[config.mk]
export PLATFORM = sky130hd
export DESIGN_NAME = cdha_ctrl
export DESIGN_NICKNAME = d
export VERILOG_FILES = /design/src/cdha_pkg.sv /design/src/cdha_ctrl.sv
export SDC_FILE = /design/constraint.sdc
export NUM_CORES = 1
export LEC_CHECK = 0
export BUFFER_PORTS_ARGS = -buffer_cell sky130_fd_sc_hd__buf_2
export CORE_AREA = 5 5 42 44
export CTS_BUF_LIST = sky130_fd_sc_hd__clkbuf_8
export CTS_CLUSTER_SIZE = 28
export DETAILED_ROUTE_END_ITERATION = 10
export DIE_AREA = 0 0 47 49
export PLACE_DENSITY_LB_ADDON = 0.15
export SLEW_MARGIN = 0
export SYNTH_ARGS = -nofsm -noshare
export SYNTH_HDL_FRONTEND = slang
export SYNTH_SLANG_ARGS = --single-unit
[constraint.sdc]
create_clock -name clk -period 1.95 [get_ports clk]
set_clock_uncertainty 0.15 [all_clocks]
set_input_delay 0.195 -clock clk [delete_from_list [all_inputs] [get_ports clk]]
set_output_delay 0.195 -clock clk [all_outputs]
set_load 0.01 [all_outputs]
[src/cdha_pkg.sv]
// ----------------------------------------------------------------------------
// cdha_pkg
// Shared types and constants for the color/depth histogram with argmax scan.
// ----------------------------------------------------------------------------
package cdha_pkg;

  // stream word widths
  localparam int S_TDATA_W = 16;
  localparam int M_TDATA_W = 32;
  localparam int CFG_W     = 5;

  localparam logic [CFG_W-1:0] COLOR_LIMIT_RESET = 5'd16;

  typedef enum logic [1:0] {
    REQ_OPEN  = 2'd0,
    REQ_INC   = 2'd1,
    REQ_DEC   = 2'd2,
    REQ_QUERY = 2'd3
  } req_t;

  typedef enum logic [1:0] {
    STAT_OK        = 2'd0,
    STAT_UNDERFLOW = 2'd1,
    STAT_RANGE     = 2'd2
  } stat_t;

  typedef enum logic [2:0] {
    S_IDLE,
    S_MODIFY,
    S_CLEAR,
    S_SCAN,
    S_DRAIN,
    S_RESULT
  } state_t;

  // controller -> datapath
  typedef struct packed {
    logic accept;    // latch request word, preset result
    logic rd_upd;    // read counter addressed by the input word
    logic wr_upd;    // write back incremented / decremented counter
    logic clr_wr;    // write zero at the clear column, advance
    logic open_inc;  // count one more open row
    logic scan_rd;   // read at scan position, advance
    logic out_load;  // move result into the output register
  } cmd_t;

  // datapath -> controller
  typedef struct packed {
    req_t in_req;    // request type on the input word
    logic range_ok;  // input row and color are open / in use
    logic full;      // no row left to open
    logic empty;     // nothing to scan
    logic clr_last;  // clear is at its last column
    logic scan_last; // scan is at its last entry
    logic out_free;  // output register can take a word
  } sts_t;

endpackage

[src/cdha_ctrl.sv]
// ----------------------------------------------------------------------------
// cdha_ctrl
// Request sequencer: input handshake, update, row clear and scan steps.
// ----------------------------------------------------------------------------
module cdha_ctrl (
  input  logic            clk,
  input  logic            rst,
  input  logic            s_tvalid,
  output logic            s_tready,
  input  cdha_pkg::sts_t  sts,
  output cdha_pkg::cmd_t  cmd
);
  import cdha_pkg::*;

  state_t state, state_next;

  always_ff @(posedge clk) begin
    if (rst) begin
      state <= S_IDLE;
    end else begin
      state <= state_next;
    end
  end

  always_comb begin
    state_next = state;
    case (state)
      S_IDLE: begin
        if (s_tvalid) begin
          case (sts.in_req)
            REQ_OPEN:  state_next = sts.full ? S_RESULT : S_CLEAR;
            REQ_INC,
            REQ_DEC:   state_next = sts.range_ok ? S_MODIFY : S_RESULT;
            REQ_QUERY: state_next = sts.empty ? S_RESULT : S_SCAN;
            default:   state_next = S_RESULT;
          endcase
        end
      end
      S_MODIFY: state_next = S_RESULT;
      S_CLEAR: begin
        if (sts.clr_last) begin
          state_next = S_RESULT;
        end
      end
      S_SCAN: begin
        if (sts.scan_last) begin
          state_next = S_DRAIN;
        end
      end
      S_DRAIN: state_next = S_RESULT;
      S_RESULT: begin
        if (sts.out_free) begin
          state_next = S_IDLE;
        end
      end
      default: state_next = S_IDLE;
    endcase
  end

  always_comb begin
    cmd      = '0;
    s_tready = 1'b0;
    case (state)
      S_IDLE: begin
        s_tready   = 1'b1;
        cmd.accept = s_tvalid;
        cmd.rd_upd = s_tvalid && sts.range_ok &&
                     (sts.in_req == REQ_INC || sts.in_req == REQ_DEC);
      end
      S_MODIFY: cmd.wr_upd = 1'b1;
      S_CLEAR: begin
        cmd.clr_wr   = 1'b1;
        cmd.open_inc = sts.clr_last;
      end
      S_SCAN:   cmd.scan_rd = 1'b1;
      S_DRAIN:  cmd = '0;
      S_RESULT: cmd.out_load = sts.out_free;
      default:  cmd = '0;
    endcase
  end

endmodule

==> flow_metrics.env <==
export IMPL_power_uw=571.6
export IMPL_ant_nets=0
export IMPL_cts_tree="built"
export IMPL_cpPeakStageDelay_ns=0.58
export IMPL_regMostFlops="state"
export IMPL_synthToLayoutAreaGrowth_pct=34.34
export IMPL_synth_distinct_cells=26
export IMPL_cpLargestDelayFamily="flip-flops"
export IMPL_final_common_cell="buf_2"
export IMPL_final_cell_mix="buf_2 (18), inv_1 (5), nor3b_1 (4), a21oi_1 (4)"
export IMPL_cts_buffers=3
export IMPL_rrSetupSlack_ns=0.40
export IMPL_synth_area_um2=371.6
export IMPL_nets=79
export IMPL_ys_seq_area_share_pct=16.16
export IMPL_cap_violations=0
export IMPL_fin_crit_ns=1.778
export IMPL_arrival_ns=1.43
export IMPL_multi_input_area_um2=269.0
export IMPL_place_area_um2=454.2
export IMPL_portBuffers=18
export IMPL_avgSynthCellArea_um2=8.078
export IMPL_clkTransAtPathRegs_ns=0.03
export IMPL_syn_nets=59
export IMPL_vias=394
export IMPL_hold_viol=0
export IMPL_path_cells="nor3_1 -> and2_1 -> and3_1 -> buf_2"
export IMPL_grt_setup_unrepaired="false"
export IMPL_wl_per_cell_um=12.11
export IMPL_critPathRequiredTime_ns=1.60
export IMPL_tightest_slew_ns=0.5559
export IMPL_grt_max_degree=15
export IMPL_largest_reg_flops=3
export IMPL_antenna_found_initial=0
export IMPL_post_route_util_pct=35.63
export IMPL_cts_max_level=1
export IMPL_p_clk_share_pct=30.8
export IMPL_fillers=173
export IMPL_die_h_um=49
export IMPL_dieWidth_um=47
export IMPL_worstSetupStartpointType="flip-flop"
export IMPL_finalMaxSlewViolations=0
export IMPL_dr_pass1_iters=3
export IMPL_crit_slowest_cell="dfxtp_1"
export IMPL_ys_ff_latch=3
export IMPL_power_switching_uw=230.2
export IMPL_worst_setup_path_type="flip-flop to output port"
export IMPL_clock_latency_ns=0.21
export IMPL_dp_slack_ns=0.2927
export IMPL_vias_per_cell=4.864
export IMPL_max_freq_mhz=562.4
export IMPL_row_count=14
export IMPL_postCtsSetupBuffers=0
export IMPL_cts_sinks=3
export IMPL_first_global_vias=380
export IMPL_grt_ovfl_total=0
export IMPL_grt_pass1_wl_mm=1.697
export IMPL_swShare_pct=40.27
export IMPL_vdd_ir_drop_worst_mv=0.3079
export IMPL_drc=0
export IMPL_combPwrFrac_pct=40.9
export IMPL_synth_edf_count=0
export IMPL_layout_setup_ws_ns=0.1720
export IMPL_status="completed"
export IMPL_die_area_um2=2303
export IMPL_total_leakage_power_uw=0.0002425
export IMPL_largestRegisters="state (3)"
export IMPL_postCtsHoldBufs=0
export IMPL_finalWeightedCongestion=0.6673
export IMPL_postLayoutCellArea_um2=499.2
export IMPL_cts_buffer_depth=2
export IMPL_yosys_warnings=0
export IMPL_track_usage_pct=10.34
export IMPL_p_int_uw=341.4
export IMPL_slew_headroom_pct=61.98
export IMPL_critical_path_endpoint_type="output port"
export IMPL_pin_count=19
export IMPL_path_max_fanout=14
export IMPL_drive_above_1_share_pct=38.46
export IMPL_setup_tns_ns=0
export IMPL_coreArea_um2=1401
export IMPL_insertedDiodeCount=0
export IMPL_p_per_area_nw_per_um2=1145
export IMPL_clock_tree_root_cell="clkbuf_8"
export IMPL_pwr_share_seq_pct=28.3
export IMPL_ys_flop_type="dfxtp_1"
export IMPL_finalCritPeriodShare_pct=91.18
export IMPL_hpwl_um=765.7
export IMPL_cts_resized=0
export IMPL_first_iter_violations=7
export IMPL_hold_path_class="input port to flip-flop"
export IMPL_finalWirelength_um=981
export IMPL_initial_core_util_pct=26.52
export IMPL_syn_inst=46
export IMPL_ys_async_sr_fraction_pct=0
export IMPL_cp_buffers_inverters=1
export IMPL_setup_viol=0
export IMPL_ff_latch_area_um2=60.06
[cells in the mapped netlist (all sizes together), types with 2 or more instances]
cell type	number	area, µm²
a21oi	4	20.02
inv	4	15.01
nor3b	4	30.03
and2	3	21.27
buf	3	27.52
dfxtp	3	60.06
nand2	3	11.26
nor2b	3	18.77
ha	2	25.02
nor3	2	10.01
o31ai	2	15.01
[cell type report]
| type | count | share of cell area (%) |
|---|---|---|
| Clock buffer | 3 | 8.271 |
| Clock inverter | 1 | 0.7519 |
| Inverter | 4 | 3.008 |
| Multi-Input combinational cell | 36 | 53.88 |
| Sequential cell | 3 | 12.03 |
| Tap cell | 16 | 4.010 |
| Timing Repair Buffer | 18 | 18.05 |
[metrics by stage]
stage	hold slack, ns	instances
floorplan	0.2280	46
global placement	0.3424	77
detailed placement	0.3509	77
CTS	0.1173	81
global route	0.1346	81
finish	0.1186	81
[kinds of logic after synthesis]
kind of cell             share of synthesized area [%]
adder cells (fa/ha/maj)                          6.733
AO/OA/AOI/OAI                                    25.93
AND/OR/NAND/NOR                                  37.04
flip-flops                                       16.16
buffers and inverters                            11.44
multiplexers                                     2.694
[routing by layer]
metal,vias up,part of all wire [%],routed length [µm],track usage (%)
li1,207,-,-,-
met1,176,44,431,12.72
met2,11,50,494,14.03
met3,0,5.6,55,4.428
met4,0,0,0,6.912
met5,-,0,0,0
[final timing paths]
check | start | end | depth (start not counted)
worst max-delay path | state[0] | cmd[5] | 4
worst min-delay path | rst | state[2] | 3
worst max register to register | state[0] | state[0] | 3
worst min register to register | state[0] | state[0] | 2
[power by group through the flow]
stage	registers [µW]	logic, µW	clock network, µW
after floorplan	108	231	0
after global placement	164	239	0
after detailed placement	161	239	0
after CTS	159	240	186
after global routing	171	261	196
final	162	234	176
[worst register-to-register path: stages (launching register included)]
cell and delay [ns]:
dfxtp_1 0.43, or4_1 0.59, o311ai_2 0.11, o32ai_1 0.14
No activity file was read; power rests on OpenSTA's default activity.
